[src/hw/rtl/pssd_pkg.sv]
// ----------------------------------------------------------------------------
// pssd_pkg
// Shared types and constants for the positional symbol-set distance unit.
// ----------------------------------------------------------------------------
package pssd_pkg;

	// Symbol alphabet and widths of the fixed fields
	localparam int unsigned SYMBOL_COUNT = 256;
	localparam int unsigned SYMBOL_W     = 8;
	localparam int unsigned LEN_W        = 7;
	localparam int unsigned DIST_W       = 7;

	// One profile row: seen set in the low bits, base byte on top
	localparam int unsigned ROW_W        = SYMBOL_COUNT + SYMBOL_W;

	// Reset value of the length register and ceiling of the distance count
	localparam logic [LEN_W-1:0]  LEN_RESET = 7'd64;
	localparam logic [DIST_W-1:0] DIST_MAX  = 7'd127;

	// Operation codes carried on the input's user bit
	localparam logic OP_INSERT = 1'b0;
	localparam logic OP_QUERY  = 1'b1;

	// Controller states
	typedef enum logic [1:0] {
		ST_CLEAR,
		ST_IDLE,
		ST_EXEC
	} state_t;

	// Commands from the controller to the datapath
	typedef struct packed {
		logic accept;
		logic exec;
		logic clear_step;
	} ctrl_cmd_t;

	// Status from the datapath to the controller
	typedef struct packed {
		logic clear_last;
		logic need_out;
		logic out_blocked;
	} ctrl_sts_t;

endpackage

[src/hw/rtl/pssd_ctrl.sv]
// ----------------------------------------------------------------------------
// pssd_ctrl
// Controller: clearing sweep after reset, then for each accepted byte a read
// on acceptance and an update in ST_EXEC, held while a query result waits.
// ----------------------------------------------------------------------------
module pssd_ctrl (
	input  logic                clk,
	input  logic                arst_n,
	input  logic                s_tvalid,
	output logic                s_tready,
	input  pssd_pkg::ctrl_sts_t sts,
	output pssd_pkg::ctrl_cmd_t cmd
);

	import pssd_pkg::*;

	state_t state_q;
	state_t state_d;

	// State register
	always_ff @(posedge clk or negedge arst_n) begin
		if (!arst_n) begin
			state_q <= ST_CLEAR;
		end else begin
			state_q <= state_d;
		end
	end

	// Next state
	always_comb begin
		state_d = state_q;
		unique case (state_q)
			ST_CLEAR: begin
				if (sts.clear_last) begin
					state_d = ST_IDLE;
				end
			end
			ST_IDLE: begin
				if (s_tvalid) begin
					state_d = ST_EXEC;
				end
			end
			ST_EXEC: begin
				if (!(sts.need_out && sts.out_blocked)) begin
					state_d = ST_IDLE;
				end
			end
			default: state_d = ST_CLEAR;
		endcase
	end

	// Outputs
	always_comb begin
		s_tready       = 1'b0;
		cmd.accept     = 1'b0;
		cmd.exec       = 1'b0;
		cmd.clear_step = 1'b0;
		unique case (state_q)
			ST_CLEAR: begin
				cmd.clear_step = 1'b1;
			end
			ST_IDLE: begin
				s_tready   = 1'b1;
				cmd.accept = s_tvalid;
			end
			ST_EXEC: begin
				// A result waits for room in the output register
				cmd.exec = !(sts.need_out && sts.out_blocked);
			end
			default: begin
				s_tready = 1'b0;
			end
		endcase
	end

endmodule

[config.mk]
export PLATFORM = sky130hd
export DESIGN_NAME = pssd_ctrl
export DESIGN_NICKNAME = d
export VERILOG_FILES = /design/src/hw/rtl/pssd_pkg.sv /design/src/hw/rtl/pssd_ctrl.sv
export SDC_FILE = /design/constraint.sdc
export NUM_CORES = 1
export LEC_CHECK = 0
export BUFFER_PORTS_ARGS = -buffer_cell sky130_fd_sc_hd__buf_2
export CORE_AREA = 2 2 39 41
export CTS_CLUSTER_SIZE = 12
export DETAILED_ROUTE_END_ITERATION = 12
export DIE_AREA = 0 0 41 43
export GPL_TIMING_DRIVEN = 0
export SLEW_MARGIN = 20
export SYNTH_ARGS = -nofsm -noshare
export SYNTH_HDL_FRONTEND = slang
export SYNTH_SLANG_ARGS = --single-unit
[constraint.sdc]
create_clock -name clk -period 2.45 [get_ports clk]
set_clock_uncertainty 0.15 [all_clocks]
set_input_delay 0 -clock clk [delete_from_list [all_inputs] [get_ports clk]]
set_output_delay 0 -clock clk [all_outputs]
set_load 0.01 [all_outputs]
**Yosys cells after proc, flatten, opt, wreduce, memory -nomap -nowiden**

Index checks and enable logic that the tools add are counted.

- Flip-flop bits (word level): 2
- Output and inout port bits: 4
- Input port bits: 6
- Word-level logic and storage cells: 18

- Multiplexer cells: 8
- Equal/unequal tests: 5
- Reduce and logical (&&, ||, !) cells: 4

Operators by type and width:

| operator | count |
|---|---|
| 2-bit 2-to-1 mux | 3 |
| 2-bit inequality test, second input constant | 3 |
| 2-bit case mux with 3 select lines | 1 |
| 1-bit 2-to-1 mux | 4 |
| 3-bit AND reduction | 1 |
| 2-bit by 1-bit equality test with 1-bit output, second input constant | 1 |
| 2-bit equality test, second input constant | 1 |
| 2-bit logical NOT | 1 |
| 1-bit logical AND | 1 |
| 1-bit logical NOT | 1 |

**Logic depth before layout (Yosys ltp)**

Gate-level depths: netlist of run 1.

- Word-level depth: 3
- Gate-level depth with buffers: 2
- Mapped depth without buffers: 2

**Worst setup path after synthesis of run 1**

Ideal clock, no wire load.

- Path kind: register to register
- Start: reg state_q[0]
- End: reg state_q[0]
- Period minus slack after synthesis: 0.991 ns
- Slack: 1.459 ns
- Cell stages (with the launch flop): 3
- Arrival: 0.746 ns
- Data required time: 2.205 ns
- Library setup time: 0.095 ns
- Path buffers: 0
- Cell sequence: dfrtp_1 and2_4 o32ai_2

- Word-level cells in the longest chain between the ends: 3
- Elaborated cells on any way between the ends: 8
- Those cells by class: eq/ne (5); mux (1); reduce/logical (2)

RTL lines:

| item | RTL line | RTL |
|---|---|---|
| start: declaration | pssd_ctrl.sv:17 | `state_t state_q;` |
| start signal: assignment | pssd_ctrl.sv:25 | `state_q <= state_d;` |
| 2-bit equality test, or another cell as far along | pssd_ctrl.sv:32 | `unique case (state_q)` |
| 2-bit inequality test (no line) | n/a |  |
| 3-bit AND reduction (no line) | n/a |  |

Several ways; a longest one is shown, not always the timed one.
A chain may end at the register's enable or synchronous reset.

**Worst setup path in the final report of run 1**

- Start: in sts[0] (netlist name)
- End: reg state_q[1]

- Word-level cells in the longest chain between the ends: 3

RTL lines:

| item | RTL line | RTL |
|---|---|---|
| start: declaration | pssd_ctrl.sv:11 | `input pssd_pkg::ctrl_sts_t sts,` |
| 1-bit logical AND | pssd_ctrl.sv:44 | `if (!(sts.need_out && sts.out_blocked)) begin` |
| 2-bit inequality test (no line) | n/a |  |
| 3-bit AND reduction (no line) | n/a |  |

Every way passes these cells.

==> summary.txt, run 1 <==
Clock network
  – Longest Clk Path Bufs: 2
  – Cts hold-fix bufs: 7
  – Root buffer cell: clkbuf_4
  – Num Clock Sinks: 2
  – Resize count post-CTS: 0
  – CTS H-tree lvls: 1
  – Clock latency on the worst-skew pair: 0.23 ns
  – Reg clk slew, reported paths: 0.03 ns
  – Post-CTS setup buffers: 0
  – CTS tree: built
  – TritonCTS buffer count: 3

Die
  – Die height: 43 microns
  – Core area: 1384 sq um
  – Die ar.: 1763 sq um
  – Starting Density: 9.042%
  – IO Count: 10
  – Chip Width: 41 microns
  – Cell Rows: 14

GRT
  – Initial antenna violation count: 0
  – Global route total overflow: 0
  – Global-route wire length before repair: 552 microns
  – Largest net degree at the start of global routing: 7
  – Vias in the first global route: 154
  – Overall routing resource usage: 5.806%

Worst setup path
  – R2R cell count: 3
  – WS Path Type: in2reg
  – Worst endpoint required time: 2.40 ns
  – Worst R2R End: state_q[0]$_DFFE_PN0P_
  – Worst endpoint data arrival time: 1.87 ns
  – Crit end category: flip-flop
  – Startpoint types: input port
  – Flop2flop setup slack: 0.86 ns
  – FF-to-FF Start: state_q[0]$_DFFE_PN0P_
  – Worst-path maximum fanout: 2

Status
  – Outcome: finished clean

Detailed routing
  – Number of nets still failing antenna checks after routing: 0
  – DRC: 0
  – Vias: 163
  – 1st-pass router iterations: 2
  – Vias per std cell: 3.327
  – DR iter-0 viols: 3
  – Final wirelength: 358 microns
  – Routed len/inst: 7.306 microns

Logic synthesis
  – Synthesized area: 125.1 sq um
  – Synth Register Bits: 2
  – Ys Warns: 0
  – Mean Syn Cell Area: 8.937 sq um
  – Sequential-to-total area share from yosys stat: 40.00%
  – Gate Count Post-Synth: 14
  – Distinct cells, synth: 9
  – Net count after synthesis: 20

Timing
  – RSZ-0062 raised after global routing: false
  – Final Max Tran Viols: 0
  – Fin Setup TNS: 0 ns
  – Final min period: 1.919 ns
  – Final setup viols: 0
  – Hold Slack: 0.1946 ns
  – Slew HR: 85.53%
  – Worst-Margin Slew: 0.2170 ns
  – Tcrit/Tclk final: 78.33%
  – Fmax: 0.5211 GHz
  – Fin. Hold Viols: 0

Final layout
  – Fin util: 20.43%
  – Biggest regs: state_q (2)
  – Nets: 41
  – Finished Layout Cells: 49
  – Most common cell after layout, fill and taps aside: buf_2
  – Area Growth Syn to Fin: 126.0%
  – Final Instance Area: 282.8 sq um
  – Antenna diodes: 0
  – Layout cells sized above 1: 45.45%
  – Max FFs per register: 2
  – Most flop-heavy register: state_q
  – Commonest non-fill, non-tap cells in the layout: 9 x buf_2, 7 x dlygate4sd3_1, 4 x nor2_1
  – Fillers: 156

Worst hold path
  – Hold depth: 4
  – Hold Startpoint: s_tvalid
  – Worst hold path endpoint: cmd[2]
  – Worst min path class: in2out

Power
  – PwrDens: 977.1 nW/um^2
  – Worst VDD drop: 173.3 uV
  – Leak: 0.0001372 uW

Place
  – Inst Count DP: 39
  – GPL Wtd Cong: 0.4879
  – Placed Area: 190.2 sq um
  – I/O Buffers: 9

Run
  – Max-Cap Viols: 0
## power breakdown
| part | switching [uW] | internal, uW | leakage (uW) |
|---|---|---|---|
| registers | 21.8 | 47.9 | 0.0000248 |
| logic | 50.9 | 81.7 | 0.0000986 |
| clock network | 19.8 | 54.1 | 0.0000138 |
| total | 92.5 | 184 | 0.000137 |
## worst max path at each step
| stage | startpoint | end | slack, ns | cells past startpoint |
|---|---|---|---|---|
| after floorplan | state_q[0]$_DFFE_PN0P_ | state_q[0]$_DFFE_PN0P_ | 1.46 | 2 |
| after global placement | state_q[0]$_DFFE_PN0P_ | state_q[0]$_DFFE_PN0P_ | 1.41 | 2 |
| after detailed placement | state_q[0]$_DFFE_PN0P_ | state_q[0]$_DFFE_PN0P_ | 1.42 | 2 |
| after CTS | sts[0] | state_q[1]$_DFFE_PN0P_ | 0.54 | 6 |
| after global routing | sts[0] | state_q[1]$_DFFE_PN0P_ | 0.49 | 6 |
| final | sts[0] | state_q[1]$_DFFE_PN0P_ | 0.53 | 6 |
## layout make-up
| cell class | count | area (sq um) | share of cell area (%) |
|---|---|---|---|
| flip-flops and latches | 2 | 50.05 | 17.70 |
| clock buffers | 3 | 22.52 | 7.965 |
| multi-input cells | 12 | 75.07 | 26.55 |
| well taps | 16 | 20.02 | 7.080 |
| repair buffers | 16 | 115.1 | 40.71 |
## synthesized netlist by cell type (all sizes together)
cell / count / share of area [%]
nand2b: 1 / 7.0
and2: 2 / 12
dfrtp: 2 / 40
nor2: 4 / 12
nor2b: 1 / 5.0
o32ai: 1 / 13
o22ai: 1 / 5.0
nand2: 2 / 6.0
## critical path: stages
cell and delay [ns]:
dlygate4sd3_1 0.54, buf_2 0.12, nand2_1 0.04, dlygate4sd3_1 0.54
o22ai_1 0.07, dlygate4sd3_1 0.56
## metrics by stage
| step | worst slack, ns | total power, uW |
|---|---|---|
| 2_1_floorplan | 1.459 | 135.8 |
| 3_3_place_gp | 1.414 | 172.6 |
| 3_5_place_dp | 1.418 | 173.9 |
| 4_1_cts | 0.5381 | 280.8 |
| 5_1_grt | 0.4949 | 303.3 |
| 6_report | 0.5309 | 276.3 |
## metal layers
layer,global-route usage [%],wire length (microns),vias to the layer above
met5,0,0,-
met4,10.00,19,0
met3,4.712,33,2
met2,6.875,162,10
met1,3.822,143,66
li1,-,-,85
## cells by family (layout without fill, tap and decap cells)
| logic type | Yosys count | in the layout | synth area share (%) |
|---|---|---|---|
| buf+inv | 0 | 19 | 0 |
| simple gates | 10 | 10 | 42.01 |
| compound gates | 2 | 2 | 18.01 |
| flops | 2 | 2 | 40.00 |
No activity file was read; power rests on OpenSTA's default activity.
==> inputs of run 2 (changes only) <==
--- a/config.mk
+++ b/config.mk
@@ -5,6 +5,7 @@
 export SDC_FILE = /design/constraint.sdc
 export NUM_CORES = 1
 export LEC_CHECK = 0
+export ABC_AREA = 1
 export BUFFER_PORTS_ARGS = -buffer_cell sky130_fd_sc_hd__buf_2
 export CORE_AREA = 2 2 39 41
 export CTS_CLUSTER_SIZE = 12
==> constraint.sdc (replaced) <==
create_clock -name clk -period 2 [get_ports clk]
set_clock_uncertainty 0.15 [all_clocks]
set_input_delay 0 -clock clk [delete_from_list [all_inputs] [get_ports clk]]
set_output_delay 0 -clock clk [all_outputs]
set_load 0.01 [all_outputs]
==> run 2 against run 1 <==
Combinational power up 14%. Design area fell by 4.9%. Setup slack got worse by 0.094 ns. Critical path depth shrank 1. Sequential cell count unchanged. Core utilization down 0.99 points. Die area did not move. Via count is 7.4% higher. Count of clock-buffer cells in the layout stayed put. Critical endpoint is now state_q[0]$_DFFE_PN0P_. Largest power group unchanged. Highest routed layer is now met3.
==> summary.txt, run 2 <==
Logic synthesis
  – Synth area leaders: dfrtp_1 41%, inv_1 19%, nand2_1 19%, nor2_1 9.3%, nand3_1 4.1%
  – Distinct cells, synth: 7
  – Net count after synthesis: 26
  – Gate Count Post-Synth: 20
  – Post-synth top cells: 6 x inv_1, 6 x nand2_1, 3 x nor2_1, 2 x dfrtp_1
  – FFs w/ async S/R, synth: 100.0%
  – Post-synth EDFFs: 0
  – Synth Register Bits: 2
  – Main synth FF type: dfrtp_1
  – Ys Warns: 0
  – Top-area cell type share of the netlist area: 41.24%
  – Sequential-to-total area share from yosys stat: 41.24%
  – Mean Syn Cell Area: 6.068 sq um
  – Synthesized area: 121.4 sq um
  – Leading area contributor after synthesis: dfrtp_1

Die
  – Chip Width: 41 microns
  – Core area: 1384 sq um
  – IO Count: 10
  – Starting Density: 8.770%
  – Cell Rows: 14
  – Die ar.: 1763 sq um
  – Die height: 43 microns

Clock network
  – Longest Clk Path Bufs: 2
  – Clock latency on the worst-skew pair: 0.22 ns
  – TritonCTS buffer count: 3
  – Reg clk slew, reported paths: 0.03 ns
  – CTS H-tree lvls: 1
  – CTS tree: built
  – Num Clock Sinks: 2
  – Post-CTS setup buffers: 0
  – Root buffer cell: clkbuf_4

GRT
  – Vias in the first global route: 145
  – Initial antenna violation count: 0
  – Global-route wire length before repair: 483 microns
  – Largest net degree at the start of global routing: 6
  – Global route total overflow: 0
  – Overall routing resource usage: 4.810%

Final layout
  – Most common cell after layout, fill and taps aside: buf_2
  – Commonest non-fill, non-tap cells in the layout: 9 x buf_2, 6 x inv_1, 6 x nand2_1, 6 x dlygate4sd3_1
  – Biggest regs: state_q (2)
  – Final Instance Area: 269.0 sq um
  – Fillers: 163
  – Antenna diodes: 0
  – Layout cells sized above 1: 31.58%
  – Max FFs per register: 2
  – Nets: 46
  – Area Growth Syn to Fin: 121.7%
  – Area occupied by multi-input gates: 48.80 sq um
  – Seq. cell area: 50.05 sq um
  – Most flop-heavy register: state_q
  – Fin util: 19.44%

Worst setup path
  – Worst endpoint data arrival time: 1.51 ns
  – Crit end category: flip-flop
  – WS Path Type: reg2reg
  – Worst endpoint required time: 1.95 ns
  – Worst-path maximum fanout: 5
  – Startpoint types: flip-flop

Run
  – Max-Cap Viols: 0

Detailed routing
  – Vias per std cell: 3.241
  – DR iter-0 viols: 5
  – Vias: 175
  – Routed len/inst: 6.130 microns
  – Number of nets still failing antenna checks after routing: 0
  – DRC: 0
  – 1st-pass router iterations: 4
  – Final wirelength: 331 microns

Status
  – Outcome: finished clean

Timing
  – Tcrit/Tclk final: 78.14%
  – Final setup viols: 0
  – Final Max Tran Viols: 0
  – Fmax: 0.6399 GHz
  – Slew HR: 90.51%
  – Final min period: 1.563 ns
  – Fin. Hold Viols: 0
  – Fin Setup TNS: 0 ns
  – RSZ-0062 raised after global routing: false
  – Hold Slack: 0.1977 ns
  – Worst-Margin Slew: 0.1413 ns

Power
  – Leak: 0.0001572 uW
  – PwrDens: 1157 nW/um^2
  – Worst VDD drop: 195.4 uV

Place
  – Placed Area: 186.4 sq um
  – HPWL Detailed: 239.8 microns
  – GPL Wtd Cong: 0.5498
  – I/O Buffers: 9

Worst hold path
  – Worst min path class: in2out
run 2: path summary, 6_finish.rpt:
| check | slack [ns] | depth (start not counted) | to | startpoint |
|---|---|---|---|---|
| setup / recovery | 0.44 | 5 | state_q[0]$_DFFE_PN0P_ | state_q[0]$_DFFE_PN0P_ |
| hold / removal | 0.20 | 5 | cmd[1] | sts[1] |
| setup reg to reg | 0.44 | 5 | state_q[0]$_DFFE_PN0P_ | state_q[0]$_DFFE_PN0P_ |
| hold reg to reg | 0.46 | 3 | state_q[1]$_DFFE_PN0P_ | state_q[1]$_DFFE_PN0P_ |
| max in group asynchronous | 1.09 | 3 | state_q[1]$_DFFE_PN0P_ | arst_n |
| min in group asynchronous | 0.48 | 3 | state_q[0]$_DFFE_PN0P_ | arst_n |
run 2: report_power, final:
part / leakage [uW] / internal (uW) / switching (uW) / total, uW
logic: 0.000119 / 72.6 / 78.9 / 151
clock network: 0.0000138 / 65.9 / 19.3 / 85.2
registers: 0.0000246 / 58.9 / 15.8 / 74.7
total: 0.000157 / 197 / 114 / 311
run 2: metal layers:
layer / track usage, % / up-vias / routed length (microns)
li1: - / 95 / -
met1: 3.514 / 76 / 142
met2: 5.938 / 4 / 172
met3: 3.141 / 0 / 17
met4: 8.000 / 0 / 0
met5: 0 / - / 0
run 2: critical path: stages (launching register included):
cell           delay [ns]
dfrtp_1              0.40
nor2_1               0.14
nand2_1              0.07
nand3_1              0.08
nand2_1              0.05
dlygate4sd3_1        0.55
run 2: logic make-up (layout without fill, tap and decap cells):
kind of cell	count (synthesis)	count (layout)	share of synthesized area (%)
buffers and inverters	6	24	18.56
DFF	2	2	41.24
AOI/OAI and AO/OA	1	1	4.120
and+or+nand+nor	11	11	36.07
run 2: what timing repair did:
item,4_1_cts,5_1_grt
gates resized for setup,0,0
endpoints found under the hold margin,4,0
hold buffers,6,0
run 2: stage by stage:
| stage | setup WS [ns] | total power, uW | std cells |
|---|---|---|---|
| finish | 0.4372 | 311.4 | 54 |
| global route | 0.3775 | 346.8 | 54 |
| CTS | 0.4531 | 317.4 | 54 |
| detailed placement | 1.009 | 198.7 | 45 |
| global placement | 1.020 | 197.3 | 45 |
| floorplan | 0.9450 | 150.3 | 20 |
run 2: final cells by class:
class	instances	share of cell area, %
Inverter	6	8.372
Timing Repair Buffer	15	39.07
Clock buffer	3	8.372
Multi-Input combinational cell	12	18.14
Sequential cell	2	18.60
Tap cell	16	7.442
==> inputs of run 3 (changes only) <==
==> constraint.sdc (replaced) <==
create_clock -name clk -period 1.61 [get_ports clk]
set_clock_uncertainty 0.15 [all_clocks]
set_input_delay 0 -clock clk [delete_from_list [all_inputs] [get_ports clk]]
set_output_delay 0 -clock clk [all_outputs]
set_load 0.01 [all_outputs]
==> run 3 against run 2 <==
Global-route usage is the same. Largest cell class unchanged. Critical path depth stayed put. Core utilization rose by 0.18 points. Setup slack got worse by 0.36 ns. Maximum frequency grew 1.9%. Sequential share of layout area decreased by 0.17 points. Count of clock-buffer cells in the layout did not move. Die area did not move. Worst hold slack gained 0.00093 ns. First-iteration DRC count increased by 20%. Clock power increased by 24%. Via count grew 2.9%.
==> summary.txt, run 3 (synthesis results as in run 2) <==
Worst hold path
  – Worst min path class: in2out

Run
  – Max-Cap Viols: 0

Clock network
  – CTS H-tree lvls: 1
  – Reg clk slew, reported paths: 0.03 ns
  – TritonCTS buffer count: 3
  – Longest Clk Path Bufs: 2
  – CTS tree: built
  – Root buffer cell: clkbuf_4
  – Clock latency on the worst-skew pair: 0.22 ns
  – Post-CTS setup buffers: 0
  – Num Clock Sinks: 2

Detailed routing
  – 1st-pass router iterations: 4
  – Top routing layer used: met3
  – DRC: 0
  – Number of nets still failing antenna checks after routing: 0
  – DR iter-0 viols: 6
  – M1 wire length: 136 microns
  – Final wirelength: 329 microns
  – Routed len/inst: 6.093 microns
  – Metal3 WL: 17 microns
  – Vias per std cell: 3.333
  – Metal2 WL: 175 microns
  – Vias: 180

Die
  – Die height: 43 microns
  – Die ar.: 1763 sq um
  – Cell Rows: 14
  – Chip Width: 41 microns
  – Core area: 1384 sq um
  – Starting Density: 8.770%
  – IO Count: 10

Power
  – Leak: 0.0001569 uW
  – Tot Pwr: 392.9 uW
  – PwrDens: 1447 nW/um^2
  – Worst VDD drop: 247.8 uV

Timing
  – Worst-Margin Slew: 0.1673 ns
  – Fin. Hold Viols: 0
  – Fin Setup TNS: 0 ns
  – Final setup viols: 0
  – RSZ-0062 raised after global routing: false
  – Final Max Tran Viols: 0
  – Fmax: 0.6523 GHz
  – Tcrit/Tclk final: 95.21%
  – Final min period: 1.533 ns
  – Slew HR: 88.85%

GRT
  – Global-route wire length before repair: 483 microns
  – Vias in the first global route: 145
  – Global route total overflow: 0
  – Largest net degree at the start of global routing: 6
  – Overall routing resource usage: 4.810%
  – Initial antenna violation count: 0

Worst setup path
  – Worst-path maximum fanout: 5
  – Worst endpoint required time: 1.56 ns
  – Crit end category: flip-flop
  – WS Path Type: reg2reg
  – Startpoint types: flip-flop
  – Worst endpoint data arrival time: 1.48 ns

Final layout
  – Layout cells sized above 1: 34.21%
  – Biggest regs: state_q (2)
  – Commonest non-fill, non-tap cells in the layout: 9 x buf_2, 6 x inv_1, 6 x nand2_1, 6 x dlygate4sd3_1, 3 x clkbuf_4
  – Max FFs per register: 2
  – Antenna diodes: 0
  – Most common cell after layout, fill and taps aside: buf_2
  – Area Growth Syn to Fin: 123.7%
  – Most flop-heavy register: state_q
  – Nets: 46

Place
  – I/O Buffers: 9
  – GPL Wtd Cong: 0.5498
  – HPWL Detailed: 239.8 microns

Status
  – Outcome: finished clean
-- run 3: cell types whose count changed in the layout (fill, tap and decap cells not counted) --
cell / delta
nor2_2: +1
nor2_1: -1
-- run 3: final cells by class --
class / count / area, sq um
multi-input cells: 12 / 51.30
repair buffers: 15 / 105.1
flip-flops and latches: 2 / 50.05
well taps: 16 / 20.02
clock buffers: 3 / 22.52
inverters: 6 / 22.52
fillers: 162 / 1112
-- run 3: where the power goes --
group / leakage (uW) / total, uW / internal (uW) / switching [uW]
Clock: 0.0000138 / 106 / 81.8 / 24.0
Sequential: 0.0000246 / 96.8 / 73.2 / 23.6
Combinational: 0.000118 / 190 / 92.8 / 97.5
-- run 3: per-layer routing --
layer  GRT usage [%]  up-vias
met5               0        -
met4           8.000        0
met3           3.141        0
met2           5.938        4
met1           3.514       81
li1                -       95
-- run 3: final timing paths --
| kind | start | to | slack, ns | cells after the start |
|---|---|---|---|---|
| max in group asynchronous | arst_n | state_q[1]$_DFFE_PN0P_ | 0.70 | 3 |
| min in group asynchronous | arst_n | state_q[0]$_DFFE_PN0P_ | 0.48 | 3 |
| worst min-delay path | sts[1] | cmd[1] | 0.20 | 5 |
| worst max-delay path | state_q[0]$_DFFE_PN0P_ | state_q[0]$_DFFE_PN0P_ | 0.08 | 5 |
| worst min register to register | state_q[1]$_DFFE_PN0P_ | state_q[1]$_DFFE_PN0P_ | 0.48 | 3 |
| worst max register to register | state_q[0]$_DFFE_PN0P_ | state_q[0]$_DFFE_PN0P_ | 0.08 | 5 |
-- run 3: critical path, stage by stage (launching register included) --
cell and delay (ns):
dfrtp_1 0.41, nor2_2 0.11, nand2_1 0.06, nand3_1 0.08, nand2_1 0.05, dlygate4sd3_1 0.55
-- run 3: metrics by stage --
stage                     utilization, %  cell area [sq um]  hold WS (ns)  cells  worst slack, ns
after floorplan                        -              121.4       -0.4456     20           0.5550
after global placement             13.47              186.4       -0.3626     45           0.6304
after detailed placement           13.47              186.4       -0.3635     45           0.6186
after CTS                          19.44              269.0        0.1991     54          0.06308
after global routing               19.62              271.5        0.2323     54         0.004738
final                              19.62              271.5        0.1986     54          0.07705
-- run 3: timing repair --
item	in CTS	in global routing
gates resized for setup	0	1
endpoints found under the setup margin	0	1
hold endpoints to repair	4	0
hold buffers	6	0
